File: config.mk
export PLATFORM = sky130hd
export DESIGN_NAME = fault_code_table_engine
export DESIGN_NICKNAME = d
export VERILOG_FILES = /design/src/design/fcte_pkg.sv /design/src/design/fcte_ram.sv /design/src/design/fault_code_table_engine.sv
export VERILOG_INCLUDE_DIRS = /design/src /design/src/design
export SDC_FILE = /design/constraint.sdc
export NUM_CORES = 2
export LEC_CHECK = 0
export CAP_MARGIN = 20
export CORE_ASPECT_RATIO = 0.5
export CORE_UTILIZATION = 45
export DETAILED_ROUTE_END_ITERATION = 8
export DONT_BUFFER_PORTS = 1
export PLACE_DENSITY_LB_ADDON = 0.3
export SLEW_MARGIN = 40
export SYNTH_ARGS = -nofsm -noshare
export SYNTH_HDL_FRONTEND = slang
export SYNTH_HIERARCHICAL = 1
export SYNTH_SLANG_ARGS = --single-unit
File: constraint.sdc
create_clock -name clk_i -period 24 [get_ports clk_i]
set_clock_uncertainty 0.1 [all_clocks]
set_input_delay 1.2 -clock clk_i [delete_from_list [all_inputs] [get_ports clk_i]]
set_output_delay 1.2 -clock clk_i [all_outputs]
set_load 0.01 [all_outputs]
File: src/design/fault_code_table_engine_assert.svh
// Assertion helpers for the fault code table engine.
`ifndef FAULT_CODE_TABLE_ENGINE_ASSERT_SVH
`define FAULT_CODE_TABLE_ENGINE_ASSERT_SVH

// Checked on every edge outside reset.
`define FCTE_ASSERT(name, prop, msg) \
  name: assert property (@(posedge clk_i) disable iff (!rst_ni) prop) else $error(msg);

// Checked on every edge, reset included.
`define FCTE_ASSERT_ALWAYS(name, prop, msg) \
  name: assert property (@(posedge clk_i) prop) else $error(msg);

`endif

File: src/design/fcte_pkg.sv
// ----------------------------------------------------------------------------
// fcte_pkg
// Types and constants shared by the fault code table engine.
// ----------------------------------------------------------------------------
package fcte_pkg;

  localparam logic [3:0] CMD_REPORT     = 4'd0;
  localparam logic [3:0] CMD_CLEAR      = 4'd1;
  localparam logic [3:0] CMD_QUERY      = 4'd2;
  localparam logic [3:0] CMD_READ_IDX   = 4'd3;
  localparam logic [3:0] CMD_EVT_REPORT = 4'd4;
  localparam logic [3:0] CMD_EVT_READ   = 4'd5;
  localparam logic [3:0] CMD_EVT_RESET  = 4'd6;
  localparam logic [3:0] CMD_BUMP       = 4'd7;
  localparam logic [3:0] CMD_CLR_PEND   = 4'd8;
  localparam logic [3:0] CMD_LIST       = 4'd9;
  localparam logic [3:0] CMD_STATS      = 4'd10;

  localparam logic [2:0] CFG_ENABLE = 3'd0;
  localparam logic [2:0] CFG_FILTER = 3'd1;
  localparam logic [2:0] CFG_MAP0   = 3'd2;
  localparam int unsigned MAPPED_EVENTS = 5;

  localparam logic [1:0] FLT_OFF    = 2'd0;
  localparam logic [1:0] FLT_FAILED = 2'd1;
  localparam logic [1:0] FLT_ACTIVE = 2'd2;
  localparam logic [1:0] FLT_ALL    = 2'd3;

  localparam logic [7:0]  ST_FAILED    = 8'h01;
  localparam logic [7:0]  ST_PENDING   = 8'h02;
  localparam logic [7:0]  ST_CONFIRMED = 8'h04;
  localparam logic [15:0] FAIL_MAX     = 16'hFFFF;
  localparam logic [1:0]  EVT_SEVERITY = 2'd2;
  localparam logic [4:0]  MAX_RESULTS  = 5'd16;

  typedef struct packed {
    logic [3:0]  command;
    logic [31:0] code;
    logic [1:0]  severity;
    logic [7:0]  event_id;
    logic        failed;
    logic [15:0] slot_index;
    logic [15:0] list_limit;
  } fcte_in_t;

  typedef struct packed {
    logic        result_code;
    logic [31:0] code_out;
    logic [7:0]  status_bits;
    logic [1:0]  severity_out;
    logic [31:0] occurrences;
    logic [15:0] failures;
    logic        active_flag;
    logic        occurred_flag;
    logic [4:0]  entry_count;
    logic [4:0]  active_total;
    logic [4:0]  historic_total;
    logic        last_item;
  } fcte_out_t;

  typedef struct packed {
    logic [31:0] code;
    logic [7:0]  status;
    logic [1:0]  severity;
    logic [31:0] occurrences;
    logic [15:0] failures;
    logic        active;
  } fcte_entry_t;

endpackage

File: src/design/fcte_ram.sv
// ----------------------------------------------------------------------------
// fcte_ram
// Generic single write port, single read port RAM with registered read.
// ----------------------------------------------------------------------------
module fcte_ram #(
  parameter int unsigned WIDTH = 8,
  parameter int unsigned DEPTH = 16
) (
  input  logic                                     clk_i,
  input  logic                                     we_i,
  input  logic [(DEPTH > 1 ? $clog2(DEPTH) : 1)-1:0] waddr_i,
  input  logic [WIDTH-1:0]                         wdata_i,
  input  logic [(DEPTH > 1 ? $clog2(DEPTH) : 1)-1:0] raddr_i,
  output logic [WIDTH-1:0]                         rdata_o
);

  logic [WIDTH-1:0] mem [DEPTH];
  logic [WIDTH-1:0] rdata_q;

  always_ff @(posedge clk_i) begin
    if (we_i) begin
      mem[waddr_i] <= wdata_i;
    end
    rdata_q <= mem[raddr_i];
  end

  assign rdata_o = rdata_q;

endmodule

File: src/design/fault_code_table_engine.sv
// ----------------------------------------------------------------------------
// fault_code_table_engine
// Compacted fault code table with event mapping, walked by one sequencer.
// ----------------------------------------------------------------------------
//  channel | handshake                 | payload
//  in      | in_valid_i / in_stall_o   | in_data_i   (fcte_in_t)
//  out     | out_valid_o / out_stall_i | out_data_o  (fcte_out_t)
//  cfg     | cfg_valid_i / cfg_ready_o | cfg_index_i, cfg_data_i
//
//  Table lookup reads the entry RAM one entry at a time (read in S_SRD,
//  compare in S_SCMP); a clear then shifts each later entry down one slot.
//  Stats and clear-pending walk all entries in use; a list stops at its limit or MAX_RESULTS.
//  Reset empties the table at once (entry count to zero); no clearing pass.
//  The result beat sits in an output register; a stalled list waits there.
`include "fault_code_table_engine_assert.svh"

module fault_code_table_engine
  import fcte_pkg::*;
#(
  parameter int unsigned TABLE_DEPTH = 16,
  parameter int unsigned EVENT_SLOTS = 10
) (
  input  logic        clk_i,
  input  logic        rst_ni,
  input  logic        in_valid_i,
  output logic        in_stall_o,
  input  fcte_in_t    in_data_i,
  output logic        out_valid_o,
  input  logic        out_stall_i,
  output fcte_out_t   out_data_o,
  input  logic        cfg_valid_i,
  output logic        cfg_ready_o,
  input  logic [2:0]  cfg_index_i,
  input  logic [31:0] cfg_data_i
);

  localparam int unsigned CW = $clog2(TABLE_DEPTH + 1);
  localparam int unsigned IW = TABLE_DEPTH > 1 ? $clog2(TABLE_DEPTH) : 1;
  localparam int unsigned EW = $clog2(EVENT_SLOTS);
  localparam int unsigned EW_ = $bits(fcte_entry_t);

  typedef enum logic [3:0] {
    S_IDLE, S_SRD, S_SCMP, S_ACT, S_SHRD, S_SHWR,
    S_WRD, S_WCHK, S_WEND, S_IRD, S_ICAP, S_OUT
  } state_e;

  state_e            state_q, state_d;
  logic [3:0]        cmd_q, cmd_d;
  logic [31:0]       target_q, target_d;
  logic [1:0]        sev_q, sev_d;
  logic [15:0]       lim_q, lim_d;
  logic [4:0]        n_q, n_d;
  logic [CW-1:0]     ptr_q, ptr_d;
  logic [CW-1:0]     used_q, used_d;
  logic [CW-1:0]     act_q, act_d, his_q, his_d;
  logic              found_q, found_d;
  logic              pend_v_q, pend_v_d;
  logic [31:0]       pend_code_q, pend_code_d;
  fcte_entry_t       ent_q, ent_d;
  fcte_out_t         res_q, res_d;
  fcte_out_t         out_q, out_d;
  logic              out_valid_q, out_valid_d;
  logic [EVENT_SLOTS-1:0] ev_state_q, ev_state_d, ev_seen_q, ev_seen_d;
  logic              enable_q, enable_d;
  logic [1:0]        filter_q, filter_d;
  logic [31:0]       map_q [MAPPED_EVENTS];
  logic [31:0]       map_d [MAPPED_EVENTS];

  logic              ram_we;
  logic [IW-1:0]     ram_waddr, ram_raddr;
  fcte_entry_t       ram_wdata, ram_rdata;

  logic              accept, out_free, ev_ok;
  logic [EW-1:0]     ev_idx;
  logic [31:0]       ev_map;
  logic [CW-1:0]     ptr_inc;
  fcte_entry_t       upd;

  fcte_ram #(.WIDTH(EW_), .DEPTH(TABLE_DEPTH)) u_ram (
    .clk_i   (clk_i),
    .we_i    (ram_we),
    .waddr_i (ram_waddr),
    .wdata_i (ram_wdata),
    .raddr_i (ram_raddr),
    .rdata_o (ram_rdata)
  );

  function automatic logic passes(input logic [1:0] mode, input fcte_entry_t e);
    logic r;
    case (mode)
      FLT_FAILED: r = (e.status & ST_FAILED) != 8'h00;
      FLT_ACTIVE: r = e.active;
      FLT_ALL:    r = 1'b1;
      default:    r = 1'b0;
    endcase
    return r;
  endfunction

  assign accept      = in_valid_i && (state_q == S_IDLE);
  assign in_stall_o  = (state_q != S_IDLE);
  assign cfg_ready_o = 1'b1;
  assign out_valid_o = out_valid_q;
  assign out_data_o  = out_q;
  assign out_free    = !out_valid_q || !out_stall_i;
  assign ev_ok       = in_data_i.event_id < 8'(EVENT_SLOTS);
  assign ev_idx      = in_data_i.event_id[EW-1:0];
  assign ev_map      = (in_data_i.event_id < 8'(MAPPED_EVENTS)) ?
                       map_q[in_data_i.event_id[2:0]] : 32'd0;
  assign ptr_inc     = ptr_q + CW'(1);

  always_comb begin
    state_d     = state_q;
    cmd_d       = cmd_q;
    target_d    = target_q;
    sev_d       = sev_q;
    lim_d       = lim_q;
    n_d         = n_q;
    ptr_d       = ptr_q;
    used_d      = used_q;
    act_d       = act_q;
    his_d       = his_q;
    found_d     = found_q;
    pend_v_d    = pend_v_q;
    pend_code_d = pend_code_q;
    ent_d       = ent_q;
    res_d       = res_q;
    out_d       = out_q;
    out_valid_d = out_valid_q && out_stall_i;
    ev_state_d  = ev_state_q;
    ev_seen_d   = ev_seen_q;
    enable_d    = enable_q;
    filter_d    = filter_q;
    map_d       = map_q;
    ram_we      = 1'b0;
    ram_waddr   = ptr_q[IW-1:0];
    ram_wdata   = ram_rdata;
    ram_raddr   = ptr_q[IW-1:0];
    upd         = ent_q;

    if (cfg_valid_i) begin
      case (cfg_index_i)
        CFG_ENABLE: enable_d = cfg_data_i[0];
        CFG_FILTER: filter_d = cfg_data_i[1:0];
        default: begin
          if (cfg_index_i >= CFG_MAP0 && cfg_index_i < CFG_MAP0 + 3'(MAPPED_EVENTS)) begin
            map_d[cfg_index_i - CFG_MAP0] = cfg_data_i;
          end
        end
      endcase
    end

    case (state_q)
      S_IDLE: begin
        if (accept) begin
          cmd_d             = in_data_i.command;
          target_d          = in_data_i.code;
          sev_d             = in_data_i.severity;
          lim_d             = in_data_i.list_limit;
          ptr_d             = '0;
          n_d               = '0;
          act_d             = '0;
          his_d             = '0;
          pend_v_d          = 1'b0;
          res_d             = '0;
          res_d.result_code = 1'b1;
          state_d           = S_OUT;
          case (in_data_i.command)
            CMD_REPORT: begin
              if (enable_q) state_d = S_SRD;
            end
            CMD_CLEAR: begin
              if (in_data_i.code == 32'd0) begin
                used_d            = '0;
                res_d.result_code = 1'b0;
              end else begin
                state_d = S_SRD;
              end
            end
            CMD_QUERY: state_d = S_SRD;
            CMD_READ_IDX: begin
              if (in_data_i.slot_index < 16'(used_q)) begin
                ptr_d   = CW'(in_data_i.slot_index);
                state_d = S_IRD;
              end
            end
            CMD_EVT_REPORT: begin
              if (enable_q && ev_ok) begin
                ev_state_d[ev_idx] = in_data_i.failed;
                ev_seen_d[ev_idx]  = 1'b1;
                res_d.result_code  = 1'b0;
                if (in_data_i.failed && ev_map != 32'd0) begin
                  target_d = ev_map;
                  sev_d    = EVT_SEVERITY;
                  state_d  = S_SRD;
                end
              end
            end
            CMD_EVT_READ: begin
              if (ev_ok) begin
                res_d.result_code   = 1'b0;
                res_d.status_bits   = {7'd0, ev_state_q[ev_idx]};
                res_d.occurred_flag = ev_seen_q[ev_idx];
              end
            end
            CMD_EVT_RESET: begin
              if (ev_ok) begin
                ev_state_d[ev_idx] = 1'b0;
                ev_seen_d[ev_idx]  = 1'b0;
                res_d.result_code  = 1'b0;
              end
            end
            CMD_BUMP: begin
              if (ev_ok && ev_map != 32'd0) begin
                target_d = ev_map;
                state_d  = S_SRD;
              end
            end
            CMD_CLR_PEND, CMD_LIST, CMD_STATS: state_d = S_WRD;
            default: ;
          endcase
        end
      end

      // lookup: issue read, then compare one entry
      S_SRD: begin
        if (ptr_q >= used_q) begin
          found_d = 1'b0;
          state_d = S_ACT;
        end else begin
          state_d = S_SCMP;
        end
      end
      S_SCMP: begin
        if (ram_rdata.code == target_q) begin
          found_d = 1'b1;
          ent_d   = ram_rdata;
          state_d = S_ACT;
        end else begin
          ptr_d   = ptr_inc;
          state_d = S_SRD;
        end
      end

      S_ACT: begin
        state_d = S_OUT;
        case (cmd_q)
          CMD_REPORT, CMD_EVT_REPORT: begin
            res_d.result_code = 1'b0;
            if (found_q) begin
              upd.status      = ent_q.status | ST_FAILED;
              upd.occurrences = ent_q.occurrences + 32'd1;
              upd.active      = 1'b1;
              ram_we          = 1'b1;
              ram_wdata       = upd;
            end else if (used_q >= CW'(TABLE_DEPTH)) begin
              res_d.result_code = (cmd_q == CMD_REPORT);
            end else begin
              upd.code        = target_q;
              upd.status      = ST_FAILED | ST_CONFIRMED;
              upd.severity    = sev_q;
              upd.occurrences = 32'd1;
              upd.failures    = 16'd1;
              upd.active      = 1'b1;
              ram_we          = 1'b1;
              ram_waddr       = used_q[IW-1:0];
              ram_wdata       = upd;
              used_d          = used_q + CW'(1);
            end
          end
          CMD_CLEAR: begin
            if (found_q) state_d = S_SHRD;
          end
          CMD_QUERY: begin
            if (found_q) begin
              res_d.result_code  = 1'b0;
              res_d.code_out     = ent_q.code;
              res_d.status_bits  = ent_q.status;
              res_d.severity_out = ent_q.severity;
              res_d.occurrences  = ent_q.occurrences;
              res_d.failures     = ent_q.failures;
              res_d.active_flag  = ent_q.active;
            end
          end
          CMD_BUMP: begin
            if (found_q) begin
              if (ent_q.failures != FAIL_MAX) upd.failures = ent_q.failures + 16'd1;
              ram_we            = 1'b1;
              ram_wdata         = upd;
              res_d.result_code = 1'b0;
            end
          end
          default: ;
        endcase
      end

      // compaction: move entry ptr+1 down to ptr
      S_SHRD: begin
        ram_raddr = ptr_inc[IW-1:0];
        if (ptr_inc < used_q) begin
          state_d = S_SHWR;
        end else begin
          used_d            = used_q - CW'(1);
          res_d.result_code = 1'b0;
          state_d           = S_OUT;
        end
      end
      S_SHWR: begin
        ram_we  = 1'b1;
        ptr_d   = ptr_inc;
        state_d = S_SHRD;
      end

      S_WRD: begin
        if (ptr_q >= used_q || (cmd_q == CMD_LIST &&
            ({11'd0, n_q} >= lim_q || n_q >= MAX_RESULTS))) begin
          state_d = S_WEND;
        end else begin
          state_d = S_WCHK;
        end
      end
      S_WCHK: begin
        ptr_d   = ptr_inc;
        state_d = S_WRD;
        case (cmd_q)
          CMD_CLR_PEND: begin
            ram_we           = 1'b1;
            ram_wdata.status = ram_rdata.status & ~ST_PENDING;
          end
          CMD_STATS: begin
            if (ram_rdata.active) act_d = act_q + CW'(1);
            else                  his_d = his_q + CW'(1);
          end
          default: begin
            if (passes(filter_q, ram_rdata)) begin
              if (pend_v_q && !out_free) begin
                ptr_d   = ptr_q;
                state_d = S_WCHK;
              end else begin
                if (pend_v_q) begin
                  out_d             = '0;
                  out_d.code_out    = pend_code_q;
                  out_d.entry_count = 5'(used_q);
                  out_valid_d       = 1'b1;
                end
                pend_v_d    = 1'b1;
                pend_code_d = ram_rdata.code;
                n_d         = n_q + 5'd1;
              end
            end
          end
        endcase
      end
      S_WEND: begin
        case (cmd_q)
          CMD_LIST: begin
            if (!pend_v_q) begin
              state_d = S_IDLE;
            end else if (out_free) begin
              out_d             = '0;
              out_d.code_out    = pend_code_q;
              out_d.entry_count = 5'(used_q);
              out_d.last_item   = 1'b1;
              out_valid_d       = 1'b1;
              pend_v_d          = 1'b0;
              state_d           = S_IDLE;
            end
          end
          CMD_STATS: begin
            res_d.result_code    = 1'b0;
            res_d.active_total   = 5'(act_q);
            res_d.historic_total = 5'(his_q);
            state_d              = S_OUT;
          end
          default: begin
            res_d.result_code = 1'b0;
            state_d           = S_OUT;
          end
        endcase
      end

      S_IRD: state_d = S_ICAP;
      S_ICAP: begin
        res_d.result_code = 1'b0;
        res_d.code_out    = ram_rdata.code;
        state_d           = S_OUT;
      end

      S_OUT: begin
        if (out_free) begin
          out_d             = res_q;
          out_d.entry_count = 5'(used_q);
          out_d.last_item   = 1'b1;
          out_valid_d       = 1'b1;
          state_d           = S_IDLE;
        end
      end

      default: state_d = S_IDLE;
    endcase
  end

  always_ff @(posedge clk_i or negedge rst_ni) begin
    if (!rst_ni) begin
      state_q     <= S_IDLE;
      used_q      <= '0;
      out_valid_q <= 1'b0;
      pend_v_q    <= 1'b0;
      ev_state_q  <= '0;
      ev_seen_q   <= '0;
      enable_q    <= 1'b0;
      filter_q    <= FLT_OFF;
      for (int i = 0; i < MAPPED_EVENTS; i++) map_q[i] <= 32'd0;
    end else begin
      state_q     <= state_d;
      used_q      <= used_d;
      out_valid_q <= out_valid_d;
      pend_v_q    <= pend_v_d;
      ev_state_q  <= ev_state_d;
      ev_seen_q   <= ev_seen_d;
      enable_q    <= enable_d;
      filter_q    <= filter_d;
      map_q       <= map_d;
    end
  end

  always_ff @(posedge clk_i) begin
    cmd_q       <= cmd_d;
    target_q    <= target_d;
    sev_q       <= sev_d;
    lim_q       <= lim_d;
    n_q         <= n_d;
    ptr_q       <= ptr_d;
    act_q       <= act_d;
    his_q       <= his_d;
    found_q     <= found_d;
    pend_code_q <= pend_code_d;
    ent_q       <= ent_d;
    res_q       <= res_d;
    out_q       <= out_d;
  end

  `FCTE_ASSERT(a_used_bound, used_q <= CW'(TABLE_DEPTH), "entry count beyond table depth")
  `FCTE_ASSERT(a_idle_no_pend, (state_q == S_IDLE) |-> !pend_v_q, "list beat left behind")
  `FCTE_ASSERT(a_busy_after_accept, (in_valid_i && !in_stall_o) |=> in_stall_o, "not busy after accept")

endmodule

==> results.cfg <==
[detailed_routing]
viasPerCell = 6.07
wl_per_cell_um = 29.0
drcViolationCount = 0
routed_wl_um = 216000
drtPass1Iterations = 6
num_vias = 45100
final_antenna_net_count = 0
drtIter0Drc = 5196

[synthesis]
synth_edf_count = 1866
synth_area_mm2 = 0.0852
avgSynthCellArea_um2 = 18.2
syn-num-nets = 4830
yosysUniqueCellTypes = 79
async_reset_ff_share_pct = 9.02
synthTopCellsByArea = edfxtp_1 66%, mux4_2 9.7%, dfrtp_1 5.7%, mux2_2 3.0%, dfxtp_1 2.1%
synth_area_leader_cell = edfxtp_1
synthCells = 4682
synth-seq-cells = 2151
synthFlopType = edfxtp_1
yosysSeqAreaShare_pct = 73.6
synth_top_area_share_pct = 65.8
yosys_warnings = 6

[timing]
hold_violations = 0
min_period_ps = 6190
timing.final.max_slew_violations = 0
post-route-period-util_pct = 25.8
rsz0062_at_grt = false
setup_viol = 0
max_freq_mhz = 161
tightest_slew_ps = 932
tns_ps = 0
slew-limit-headroom_pct = 37.7

[worst_hold_path]
hold_path_class = primary input to asynchronous set/reset pin

[grt]
grt_start_max_net_pins = 195
grt.total_usage_pct = 22.4
overflow = 0
grt_pass1_vias = 45500
antenna_found_initial = 4
grt_pass1_wl_um = 314000

[final_layout]
final_cell_mix = 1866 x edfxtp_1, 368 x mux4_2, 248 x nand2_1
final_core_util_pct = 51.0
final_common_cell = edfxtp_1
final_nets = 4919
drive_gt1_share_pct = 23.0
area_growth_pct = 12.0

[clocking]
cts_buffers = 193
clk_latency_ps = 850
cts_root_buf = clkbuf_16
cts_tree = yes
cts_buffer_depth = 4
clk_pin_slew_worst_paths_ps = 70
htreeDepth = 4
clock-sinks = 2151

[floorplan]
rows = 112
dieWidth_um = 617
boundaryPins = 231
core_area_mm2 = 0.187
die_h_um = 310
dieArea_mm2 = 0.191
start_util_pct = 45.5

[worst_setup_path]
path_class = register to register
slowest_stage = buf_4
path_buf_inv = 3
cp-end-kind = register
crit_family = simple AND/OR/NAND/NOR gates
cpMostUsedCell = buf_4
required_ps = 24340
r2r-start = cmd_q[1]
reg2reg_to = u_ram/mem[13][26]
worstPathMaxFanout = 44
path_cells = or3_1 -> nor2_4 -> buf_4 -> and3_1 -> nand2_1 -> o21ai_1 -> nand2b_1 -> nor2_4 -> buf_4 -> buf_4
start_kind = register
arrival_ps = 6540
worst_r2r_path_depth = 10
r2r_slack_ps = 17810
slowest_delay_ps = 810

[run]
max-cap-violations = 0

[outcome]
status = completed

[power]
power.density_mw_per_mm2 = 118
leakagePower_nw = 31.7
peakVddDrop_mv = 0.108

[placement]
globalplace.congestion = 0.865
dp_hpwl_um = 129000
portBuffers = 0
-- worst register-to-register path, cell delays in order, from the launching register on --
cell and delay [ps]:
edfxtp_1 530, or3_1 700, nor2_4 160, buf_4 520, and3_1 770, nand2_1 110
o21ai_1 410, nand2b_1 410, nor2_4 520, buf_4 740, buf_4 820
-- area by class of cell --
type	count	area, um2
fillers	15000	91800
flip-flops and latches	2151	62700
multi-input cells	2211	21400
clock buffers	259	5290
well taps	2508	3140
repair buffers	160	1760
clock inverters	88	942
inverters	54	205
diodes	4	10.0
-- worst max-delay path by stage --
stage | from | end | slack [ps] | depth (start not counted)
after CTS | cmd_q[1] | u_ram/mem[15][27] | 17800 | 10
after detailed placement | cmd_q[1] | u_ram/mem[15][38] | 17790 | 10
after global routing | cmd_q[1] | u_ram/mem[13][26] | 17630 | 10
after global placement | cmd_q[1] | u_ram/mem[10][65] | 17850 | 9
after floorplan | state_q[2] | out_data_o[0] | 13550 | 7
final | cmd_q[1] | u_ram/mem[13][26] | 17810 | 10
-- report_power, final --
group          switching (W)  leakage [nW]  internal, W
sequential          0.000273          20.1      0.00487
clock                0.00136          3.04      0.00174
combinational        0.00180          8.62      0.00119
-- what timing repair did --
item                      in CTS  in global routing
gates resized for setup        0                  0
setup buffers                  0                  0
hold buffers                   1                  0
hold endpoints to repair     194                  0
-- cell usage after synthesis (6+ instances only) --
| master | count |
|---|---|
| edfxtp_1 | 1866 |
| mux4_2 | 368 |
| nand2_1 | 251 |
| a22oi_1 | 229 |
| mux2_2 | 228 |
| dfrtp_1 | 194 |
| clkbuf_1 | 154 |
| nor2_1 | 151 |
| o21ai_0 | 144 |
| and2_1 | 133 |
| a21oi_1 | 95 |
| dfxtp_1 | 91 |
| mux2i_1 | 81 |
| inv_1 | 54 |
| a22o_1 | 50 |
| nand3_1 | 44 |
| and3_1 | 40 |
| nor4_1 | 36 |
| buf_1 | 35 |
| a31oi_1 | 31 |
| buf_2 | 30 |
| xor2_1 | 30 |
| ha_1 | 28 |
| buf_6 | 27 |
| xnor2_1 | 27 |
| nor3_1 | 23 |
| nand4_1 | 22 |
| buf_4 | 19 |
| a211oi_1 | 16 |
| nor2b_1 | 16 |
| a21o_1 | 13 |
| nand2b_1 | 12 |
| o22ai_1 | 11 |
| or2_2 | 11 |
| nand3b_1 | 10 |
| o21a_1 | 10 |
| or4_1 | 7 |
| a221o_1 | 6 |
| a2bb2oi_1 | 6 |
| o2bb2ai_1 | 6 |
| o31ai_1 | 6 |
-- state kept, by name, indices dropped and copies added (netlist names), 10 cells and up, named ones only --
signal         count
target_q          32
u_ram/mem       1456
pend_code_q       32
ev_state_q        10
out_data_o       109
res_q            103
u_ram/rdata_o     91
map_q            160
lim_q             16
ent_q             91
-- stage by stage --
stage	worst slack [ps]	hold slack (ps)	cell area [um2]	instances	power, W
6_report	17810	180	95400	7435	0.0112
4_1_cts	17800	309	95200	7425	0.0113
3_3_place_gp	17850	312	88300	7058	0.00806
5_1_grt	17630	184	95400	7433	0.0117
2_1_floorplan	13550	302	85200	4682	0.00719
3_5_place_dp	17790	319	88900	7077	0.00820
-- kinds of logic (layout without fill, tap and decap cells) --
| group | after synthesis | in the layout | synth area share (%) |
|---|---|---|---|
| XOR/XNOR | 57 | 57 | 0.586 |
| adder cells (fa/ha/maj) | 29 | 29 | 0.435 |
| other | 1 | 5 | 0.00440 |
| flip-flops | 2151 | 2151 | 73.6 |
| AO/OA/AOI/OAI | 660 | 660 | 5.21 |
| buffers and inverters | 320 | 561 | 1.79 |
| AND/OR/NAND/NOR | 782 | 782 | 4.58 |
| multiplexers | 682 | 682 | 13.8 |
-- metal layers --
metal	vias to the layer above	wire length (um)	track usage [%]	part of all wire (%)
li1	18900	-	-	-
met5	-	27	0	0.013
met3	338	18000	4.36	8.3
met2	2041	103000	36.5	48
met4	4	6040	6.57	2.8
met1	23800	88400	30.9	41
Note: power is estimated with default switching activity, not from simulation.
